File: src/sv/rsc_pkg.sv
// Shared types and constants for the rectangle subtract-and-clip block.
package rsc_pkg;

  // Coordinate width of every rectangle edge.
  localparam int COORD_BITS = 16;

  // APB register map: word index of each clip register.
  localparam int REG_IDX_BITS = 2;
  localparam int ADDR_BITS = REG_IDX_BITS + 2;
  localparam logic [REG_IDX_BITS-1:0] REG_CLIP_TOP    = 2'd0;
  localparam logic [REG_IDX_BITS-1:0] REG_CLIP_LEFT   = 2'd1;
  localparam logic [REG_IDX_BITS-1:0] REG_CLIP_BOTTOM = 2'd2;
  localparam logic [REG_IDX_BITS-1:0] REG_CLIP_RIGHT  = 2'd3;

  // Most pieces one rectangle can be cut into.
  localparam int MAX_PIECES = 4;

  typedef logic [COORD_BITS-1:0] coord_t;

  // Generic inclusive rectangle.
  typedef struct packed {
    coord_t top;
    coord_t left;
    coord_t bottom;
    coord_t right;
  } rect_t;

  // Input request payload.
  typedef struct packed {
    coord_t in_top;
    coord_t in_left;
    coord_t in_bottom;
    coord_t in_right;
  } rect_req_t;

  // Result payload.
  typedef struct packed {
    coord_t piece_top;
    coord_t piece_left;
    coord_t piece_bottom;
    coord_t piece_right;
    logic   piece_last;
  } piece_t;

  // All pieces of one request, with a mask of those that exist.
  typedef struct packed {
    rect_t [MAX_PIECES-1:0] piece;
    logic  [MAX_PIECES-1:0] mask;
  } cut_t;

endpackage

File: src/sv/rsc_regs.sv
// APB register file holding the clip rectangle.
module rsc_regs (
  input  logic                           clk,
  input  logic                           rst,
  input  logic                           psel,
  input  logic                           penable,
  input  logic                           pwrite,
  input  logic [rsc_pkg::ADDR_BITS-1:0]  paddr,
  input  logic [31:0]                    pwdata,
  output logic [31:0]                    prdata,
  output logic                           pready,
  output rsc_pkg::rect_t                 clip
);
  import rsc_pkg::*;

  logic                    wr_en;
  logic [REG_IDX_BITS-1:0] idx;
  coord_t                  rd_val;

  assign pready = 1'b1;
  assign wr_en  = psel && penable && pwrite;
  assign idx    = paddr[ADDR_BITS-1:2];

  // Register writes in the access phase.
  always_ff @(posedge clk) begin
    if (rst) begin
      clip <= '0;
    end else if (wr_en) begin
      case (idx)
        REG_CLIP_TOP:    clip.top    <= pwdata[COORD_BITS-1:0];
        REG_CLIP_LEFT:   clip.left   <= pwdata[COORD_BITS-1:0];
        REG_CLIP_BOTTOM: clip.bottom <= pwdata[COORD_BITS-1:0];
        REG_CLIP_RIGHT:  clip.right  <= pwdata[COORD_BITS-1:0];
        default: ;
      endcase
    end
  end

  // Read-back mux.
  always_comb begin
    case (idx)
      REG_CLIP_TOP:    rd_val = clip.top;
      REG_CLIP_LEFT:   rd_val = clip.left;
      REG_CLIP_BOTTOM: rd_val = clip.bottom;
      REG_CLIP_RIGHT:  rd_val = clip.right;
      default:         rd_val = '0;
    endcase
  end

  assign prdata = 32'(rd_val);

endmodule

File: src/sv/rsc_cut.sv
// Cut logic: splits one rectangle against the clip into up to four pieces.
module rsc_cut (
  input  rsc_pkg::rect_t rect,
  input  rsc_pkg::rect_t clip,
  output rsc_pkg::cut_t  cut
);
  import rsc_pkg::*;

  logic   overlap;
  logic   cut_l, cut_tp, cut_r, cut_b;
  coord_t lft1, top2, rgt3;

  // Overlap test on inclusive bounds.
  assign overlap = (rect.left <= clip.right) && (rect.right >= clip.left) &&
                   (rect.top <= clip.bottom) && (rect.bottom >= clip.top);

  // Each edge cut narrows the remainder seen by the next one.
  always_comb begin
    cut_l  = (clip.left > rect.left) && (clip.left <= rect.right);
    lft1   = cut_l ? clip.left : rect.left;
    cut_tp = (clip.top > rect.top) && (clip.top <= rect.bottom);
    top2   = cut_tp ? clip.top : rect.top;
    cut_r  = (clip.right >= lft1) && (clip.right < rect.right);
    rgt3   = cut_r ? clip.right : rect.right;
    cut_b  = (clip.bottom >= top2) && (clip.bottom < rect.bottom);
  end

  // Assemble the pieces; a disjoint rectangle passes through whole.
  always_comb begin
    if (!overlap) begin
      cut.piece    = '0;
      cut.piece[0] = rect;
      cut.mask     = 4'b0001;
    end else begin
      cut.piece[0] = '{top: rect.top, left: rect.left, bottom: rect.bottom,
                       right: clip.left - coord_t'(1)};
      cut.piece[1] = '{top: rect.top, left: lft1, bottom: clip.top - coord_t'(1),
                       right: rect.right};
      cut.piece[2] = '{top: top2, left: clip.right + coord_t'(1), bottom: rect.bottom,
                       right: rect.right};
      cut.piece[3] = '{top: clip.bottom + coord_t'(1), left: lft1, bottom: rect.bottom,
                       right: rgt3};
      cut.mask     = {cut_b, cut_r, cut_tp, cut_l};
    end
  end

endmodule

File: src/sv/rsc_out.sv
// Result register: holds the pieces of one request and hands them out in order.
module rsc_out (
  input  logic            clk,
  input  logic            rst,
  input  logic            load,
  input  rsc_pkg::cut_t   cut,
  output logic            free,
  output logic            piece_valid,
  input  logic            piece_ready,
  output rsc_pkg::piece_t piece
);
  import rsc_pkg::*;

  rect_t [MAX_PIECES-1:0] pieces;
  logic  [MAX_PIECES-1:0] mask;
  logic  [MAX_PIECES-1:0] mask_next;
  logic                   last;
  logic                   take;
  rect_t                  sel;

  // Drop the lowest pending piece once it is taken.
  assign mask_next   = mask & (mask - MAX_PIECES'(1));
  assign last        = (mask_next == '0);
  assign piece_valid = (mask != '0);
  assign take        = piece_valid && piece_ready;
  assign free        = !piece_valid || (take && last);

  // Lowest pending piece goes out first.
  always_comb begin
    if (mask[0]) begin
      sel = pieces[0];
    end else if (mask[1]) begin
      sel = pieces[1];
    end else if (mask[2]) begin
      sel = pieces[2];
    end else begin
      sel = pieces[3];
    end
  end

  assign piece = '{piece_top: sel.top, piece_left: sel.left,
                   piece_bottom: sel.bottom, piece_right: sel.right,
                   piece_last: last};

  // Pending mask.
  always_ff @(posedge clk) begin
    if (rst) begin
      mask <= '0;
    end else if (load) begin
      mask <= cut.mask;
    end else if (take) begin
      mask <= mask_next;
    end
  end

  // Piece payload.
  always_ff @(posedge clk) begin
    if (load) begin
      pieces <= cut.piece;
    end
  end

endmodule

File: src/sv/rect_subtract_clip_top.sv
// Top level of the rectangle subtract-and-clip block.
// A request accepted into the input register moves into the result register as
// soon as that register is free, and its first piece is then offered from there.
// The input register can take a new request while the result register still hands
// out pieces, one piece per cycle on the output port while piece_ready is high.
// Reset (rst, synchronous): clip registers clear to zero, both stages empty.
module rect_subtract_clip_top (
  input  logic                           clk,
  input  logic                           rst,
  input  logic                           rect_valid,
  output logic                           rect_ready,
  input  rsc_pkg::rect_req_t             rect,
  output logic                           piece_valid,
  input  logic                           piece_ready,
  output rsc_pkg::piece_t                piece,
  input  logic                           psel,
  input  logic                           penable,
  input  logic                           pwrite,
  input  logic [rsc_pkg::ADDR_BITS-1:0]  paddr,
  input  logic [31:0]                    pwdata,
  output logic [31:0]                    prdata,
  output logic                           pready
);
  import rsc_pkg::*;

  rect_t clip;
  rect_t hold;
  logic  hold_valid;
  logic  free;
  logic  load;
  cut_t  cut;

  rsc_regs u_regs (
    .clk     (clk),
    .rst     (rst),
    .psel    (psel),
    .penable (penable),
    .pwrite  (pwrite),
    .paddr   (paddr),
    .pwdata  (pwdata),
    .prdata  (prdata),
    .pready  (pready),
    .clip    (clip)
  );

  // Input register: refills as soon as its request moves on.
  assign load       = hold_valid && free;
  assign rect_ready = !hold_valid || free;

  always_ff @(posedge clk) begin
    if (rst) begin
      hold_valid <= 1'b0;
    end else if (rect_ready) begin
      hold_valid <= rect_valid;
    end
  end

  always_ff @(posedge clk) begin
    if (rect_valid && rect_ready) begin
      hold <= '{top: rect.in_top, left: rect.in_left,
                bottom: rect.in_bottom, right: rect.in_right};
    end
  end

  rsc_cut u_cut (
    .rect (hold),
    .clip (clip),
    .cut  (cut)
  );

  rsc_out u_out (
    .clk         (clk),
    .rst         (rst),
    .load        (load),
    .cut         (cut),
    .free        (free),
    .piece_valid (piece_valid),
    .piece_ready (piece_ready),
    .piece       (piece)
  );

endmodule
File: config.mk
export PLATFORM = sky130hd
export DESIGN_NAME = rect_subtract_clip_top
export DESIGN_NICKNAME = d
export VERILOG_FILES = /design/src/sv/rsc_pkg.sv /design/src/sv/rsc_regs.sv /design/src/sv/rsc_cut.sv /design/src/sv/rsc_out.sv /design/src/sv/rect_subtract_clip_top.sv
export SDC_FILE = /design/constraint.sdc
export NUM_CORES = 1
export LEC_CHECK = 0
export ABC_AREA = 0
export BUFFER_PORTS_ARGS = -buffer_cell sky130_fd_sc_hd__buf_2
export CORE_MARGIN = 2
export CORE_UTILIZATION = 40
export DETAILED_ROUTE_END_ITERATION = 10
export PLACE_DENSITY = 0.62
export SKIP_CTS_REPAIR_TIMING = 1
export SLEW_MARGIN = 5
export SYNTH_ARGS = -nofsm -noshare
export SYNTH_HDL_FRONTEND = slang
export SYNTH_HIERARCHICAL = 1
export SYNTH_SLANG_ARGS = --single-unit
export TNS_END_PERCENT = 100
File: constraint.sdc
create_clock -name clk -period 5.65 [get_ports clk]
set_input_delay 0.8475 -clock clk [delete_from_list [all_inputs] [get_ports clk]]
set_output_delay 0.8475 -clock clk [all_outputs]
set_load 0.01 [all_outputs]
## Word-level counts from Yosys, hierarchy flattened

Cells that the tools add are included.

| operators by class | value |
|---|---|
| add/subtract/negate cells | 5 |
| order comparisons | 12 |
| eq/ne operators | 3 |
| muxes and demuxes | 10 |
| bitwise operators | 1 |
| reduce and logical (&&, ||, !) cells | 25 |

Operators with widths:

| cell | number |
|---|---|
| 2-to-1 mux 64 bit | 3 |
| >= comparator 16 bit | 4 |
| <= comparator 16 bit | 4 |
| case mux 16 bit (4 select lines) | 1 |
| 2-to-1 mux 16 bit | 3 |
| adder 16 x 1 -> 16 bit (second input constant) | 2 |
| > comparator 16 bit | 2 |
| < comparator 16 bit | 2 |
| subtractor 16 x 1 -> 16 bit (second input constant) | 2 |
| 2-to-1 mux 20 bit | 1 |
| logical AND 1 bit | 13 |
| 2-to-1 mux 4 bit | 2 |
| AND reduction 2 bit | 4 |
| bitwise AND 4 bit | 1 |
| == test 2 bit (second input constant) | 2 |
| logical NOT 4 bit | 1 |
| nonzero test 4 bit | 1 |
| subtractor 4 x 1 -> 4 bit (second input constant) | 1 |
| == test 2 x 1 -> 1 bit (second input constant) | 1 |
| logical NOT 1 bit | 2 |
| logical NOT 2 bit | 1 |
| logical OR 1 bit | 2 |
| nonzero test 2 bit | 1 |

| storage, ports and cells | value |
|---|---|
| register bits | 341 |
| bits of input ports | 107 |

## Longest topological paths before layout

| depth | value |
|---|---|
| word-level depth | 7 |
| mapped depth | 21 |
| mapped depth without buffers | 19 |

## Modules after synthesis

Netlist, hierarchy kept.

Modules (own cells, without submodules):

| module | instances | cells each | area each (sq um) | seq. area each (sq um) |
|---|---|---|---|---|
| rsc_out | 1 | 570 | 9990.8 | 7767.4 |
| rsc_cut | 1 | 1026 | 7379.6 | 0.0 |
| rsc_regs | 1 | 268 | 3121.7 | 1281.2 |
| rect_subtract_clip_top | 1 | 70 | 1984.4 | 1941.9 |

## Worst setup path before layout

Ideal clock, no wire load.

| path | value |
|---|---|
| path kind | input to register |
| start | input port piece_ready |
| end | register u_out.mask[3] |
| library setup time | 131 ps |
| arrival time | 5204 ps |
| path slack | 315 ps |
| stages | 7 |
| path buffers | 0 |
| cell sequence | inv_1 > maj3_2 > o31ai_1 > and2_2 > inv_1 > o311ai_0 > a21oi_1 |

| on the way | value |
|---|---|
| word-level cells in the longest chain between the ends | 5 |

RTL lines:

| element | RTL line | RTL |
|---|---|---|
| from (decl) | rect_subtract_clip_top.sv:14 | `input logic piece_ready,` |
| logical AND 1 bit (*) | rsc_out.sv:25 | `assign take = piece_valid && piece_ready;` |
| logical AND 1 bit (*) | rsc_out.sv:26 | `assign free = !piece_valid \|\| (take && last);` |
| logical OR 1 bit (*) | rsc_out.sv:26 |  |
| named net free | rect_subtract_clip_top.sv:29 | `logic free;` |
| logical AND 1 bit (*) | rect_subtract_clip_top.sv:47 | `assign load = hold_valid && free;` |
| named net load | rect_subtract_clip_top.sv:30 | `logic load;` |
| 2-to-1 mux 4 bit / nonzero test 2 bit (equally long branches) | -- |  |
| to (signal assigned) | rsc_out.sv:50 | `mask <= cut.mask;` |
| to (signal assigned) | rsc_out.sv:52 | `mask <= mask_next;` |
| to (decl) | rsc_out.sv:15 | `logic [MAX_PIECES-1:0] mask;` |

The timed path passes the listed nets; every way through them passes the cells marked *.
A chain may end at the register's enable or synchronous reset.

## Worst setup path in the final report

| path | value |
|---|---|
| start | register hold[45] (netlist name) |
| end | register u_out/pieces[202] (netlist name) (data pin) |

| on the way | value |
|---|---|
| word-level cells in the longest chain between the ends | 6 |

RTL lines:

| element | RTL line | RTL |
|---|---|---|
| from (decl) | rect_subtract_clip_top.sv:27 | `rect_t hold;` |
| from (signal assigned) | rect_subtract_clip_top.sv:60 | `hold <= '{top: rect.in_top, left: rect.in_left,` |
| > comparator 16 bit | rsc_cut.sv:19 | `cut_l = (clip.left > rect.left) && (clip.left <= rect.right);` |
| logical AND 1 bit | rsc_cut.sv:19 |  |
| 2-to-1 mux 16 bit | rsc_cut.sv:20 | `lft1 = cut_l ? clip.left : rect.left;` |
| >= comparator 16 bit | rsc_cut.sv:23 | `cut_r = (clip.right >= lft1) && (clip.right < rect.right);` |
| logical AND 1 bit | rsc_cut.sv:23 |  |
| 2-to-1 mux 16 bit | rsc_cut.sv:24 | `rgt3 = cut_r ? clip.right : rect.right;` |
| to (signal assigned) | rsc_out.sv:59 | `pieces <= cut.piece;` |
| to (decl) | rsc_out.sv:14 | `rect_t [MAX_PIECES-1:0] pieces;` |

Parallel ways exist; a longest one is shown, timed or not.

==> flow_metrics.py <==
metrics = {
    "route": {
        "post_drt_wl_per_cell_um": 21.5,
        "drtPass1Iterations": 5,
        "drt.antenna.violating_nets": 0,
        "via_per_inst": 5.28,
        "via_count": 14800,
        "top_layer": "met5",
        "drt-met1-wl_mm": 25.0,
        "dr_wl_met2_mm": 29.1,
        "wl_met3_mm": 4.29,
        "route.detailed.drc": 0,
        "routed_wl_mm": 60.4,
        "drt_first_iter_violations": 1090,
    },
    "placed_design": {
        "post_dp_cell_area_um2": 23400,
        "place_hpwl_mm": 43.7,
        "gp_congestion": 0.881,
        "place_inst": 2724,
        "port_buffers": 171,
        "pre_cts_ws_ns": 0.596,
    },
    "clock_tree": {
        "cts_buffers": 45,
        "cts_tree": "built",
        "root_buffer": "clkbuf_16",
        "clk_pin_slew_ns": 0.06,
        "clk_latency_ns": 0.59,
        "htreeDepth": 2,
        "cts_buffer_depth": 3,
        "clock-sinks": 389,
    },
    "yosys": {
        "ys_seq_area_frac": 0.489,
        "ys_ff_latch": 389,
        "synth.avg_cell_area_um2": 11.6,
        "synth-edff-count": 320,
        "synth_area_leaders": "edfxtp_1, ha_1, mux2i_1",
        "synthArstFlopShare": 0,
        "ys.flop_type": "edfxtp_1",
        "synth_top_cell_area_share": 0.428,
        "ys_types": 65,
        "synthMostInstantiatedCell": "edfxtp_1",
        "synthesis.area_um2": 22500,
        "synthTopCellsByCount": "edfxtp_1, ha_1, mux2i_1, buf_4, o21ai_0",
        "yosysTopAreaCell": "edfxtp_1",
        "yosysWarnings": 6,
        "netlist_instances": 1934,
    },
    "floorplanning": {
        "io_pins": 207,
        "core_area_um2": 55300,
        "initial_core_util": 0.406,
        "dieWidth_um": 241,
        "rows": 86,
        "die_height_um": 241,
        "die-area_um2": 58100,
    },
    "power_and_ir_drop": {
        "intPower_mw": 5.24,
        "power.total_mw": 6.86,
        "vdd_drop_max_mv": 0.227,
        "leakagePower_nw": 9.80,
        "power.share.clock": 0.436,
        "switching_share": 0.236,
        "switching_power_mw": 1.62,
        "p_per_area_nw_per_um2": 275,
        "seq_power_share": 0.479,
        "power_frac_comb": 0.085,
    },
    "critical_path": {
        "startpoint_type": "flip-flop",
        "end_kind": "flip-flop",
        "arrival_ns": 5.18,
        "critPathMaxFanout": 17,
        "crit_required_ns": 5.97,
        "criticalPathCategory": "flip-flop to flip-flop",
    },
    "job": {
        "drv_cap": 0,
    },
    "sta": {
        "max_slew_margin": 0.159,
        "layout_min_cycle_time_ns": 4.86,
        "fin_skew_ns": 0.0246,
        "rsz0062_at_grt": "no",
        "worst_pin_slew_ns": 1.26,
        "fmax_mhz": 206,
        "final.setup.worst_slack_ns": 0.793,
        "fin_tns_setup_ns": 0,
        "setup_viol": 0,
        "drv_slew": 0,
        "hold_ws_ns": 0.436,
        "fin_crit_sh": 0.860,
        "finalHoldViolations": 0,
    },
    "global_routing": {
        "grt_remaining_overflow": 0,
        "grt_start_max_net_pins": 105,
        "grt_first_pass_wirelength_mm": 89.4,
        "grt_usage": 0.207,
        "grt_pass1_vias": 15100,
        "antenna_found_initial": 3,
    },
    "layout": {
        "synthToLayoutAreaGrowth_pct": 10.9,
        "finalNetCount": 2292,
        "final_util": 0.451,
        "fillCellCount": 5162,
        "instances_no_fill": 2806,
        "diodes": 0,
        "drive_gt1_frac": 0.226,
        "final_area_um2": 24900,
    },
    "worst_hold_path": {
        "min_path_type": "primary input to flip-flop",
    },
    "outcome": {
        "status": "completed",
    },
}
sequential cells by signal, summed over array words and instances, names as in the netlist:
| register | flops |
|---|---|
| hold | 64 |
| u_regs/clip | 64 |
| u_out/mask | 4 |
| hold_valid | 1 |
| u_out/pieces | 256 |
kinds of logic (layout without fill, tap and decap cells):
logic type,after synthesis,in the layout,share of synthesized area
buffers and inverters,296,405,0.0773
flip-flops,389,389,0.489
other,2,17,0.000334
multiplexers,240,240,0.119
AO/OA/AOI/OAI,267,267,0.0687
adder cells (fa/ha/maj),164,164,0.0911
AND/OR/NAND/NOR,523,523,0.133
XOR/XNOR,53,53,0.0207
cell type report:
type | count | area (µm²) | share of cell area
clock buffer | 59 | 1220 | 0.0490
clock inverter | 23 | 280 | 0.0112
inverter | 104 | 390 | 0.0157
multi-input combinational | 1264 | 9830 | 0.394
sequential | 389 | 11000 | 0.441
tap | 748 | 936 | 0.0376
timing repair buffer | 219 | 1270 | 0.0508
path summary, 6_finish.rpt:
check,from,endpoint,slack [ns],depth (start not counted)
max,hold[45],u_out/pieces[202],0.79,17
min,rect[10],hold[10],0.44,1
max reg2reg,hold[45],u_out/pieces[202],0.79,17
min reg2reg,hold[21],u_out/pieces[21],0.45,0
worst max-delay path: stages, from the launching register on:
cell      delay, ns
edfxtp_1       0.49
inv_1          0.08
ha_1           0.31
nand4_1        0.16
nor4_1         0.44
or3_1          0.19
o22a_1         0.54
o21ai_0        0.23
and2_1         0.22
ha_1           0.29
a21o_1         0.11
a21oi_1        0.06
o21ai_0        0.23
a21oi_1        0.14
a211oi_4       0.29
buf_4          0.41
mux2i_1        0.37
nor2_4         0.04
per-layer routing:
layer / vias up / GRT usage
met4: 6 / 0.0673
met2: 451 / 0.352
met5: - / 0
met3: 112 / 0.0466
li1: 7070 / -
met1: 7180 / 0.259
cell usage in the layout, fill, tap and decap left out, drive strengths merged, types with 36 or more instances in the layout:
cell type | netlist | routed
a21oi | 96 | 96
and2 | 36 | 36
buf | 154 | 219
clkbuf | 38 | 59
dfxtp | 69 | 69
edfxtp | 320 | 320
ha | 162 | 162
inv | 104 | 108
mux2 | 66 | 66
mux2i | 158 | 158
nand2 | 98 | 98
nand2b | 88 | 88
nand3 | 72 | 72
nor2 | 130 | 130
o21ai | 108 | 108
xnor2 | 49 | 49
power by group through the flow:
stage | Clock, mW | Sequential, mW | Combinational (mW)
2_1_floorplan | 0 | 3.33 | 0.439
3_3_place_gp | 0 | 3.34 | 0.566
3_5_place_dp | 0 | 3.35 | 0.580
4_1_cts | 3.08 | 3.29 | 0.584
5_1_grt | 3.19 | 3.30 | 0.644
6_report | 2.99 | 3.29 | 0.579
No activity file was read; power rests on OpenSTA's default activity.
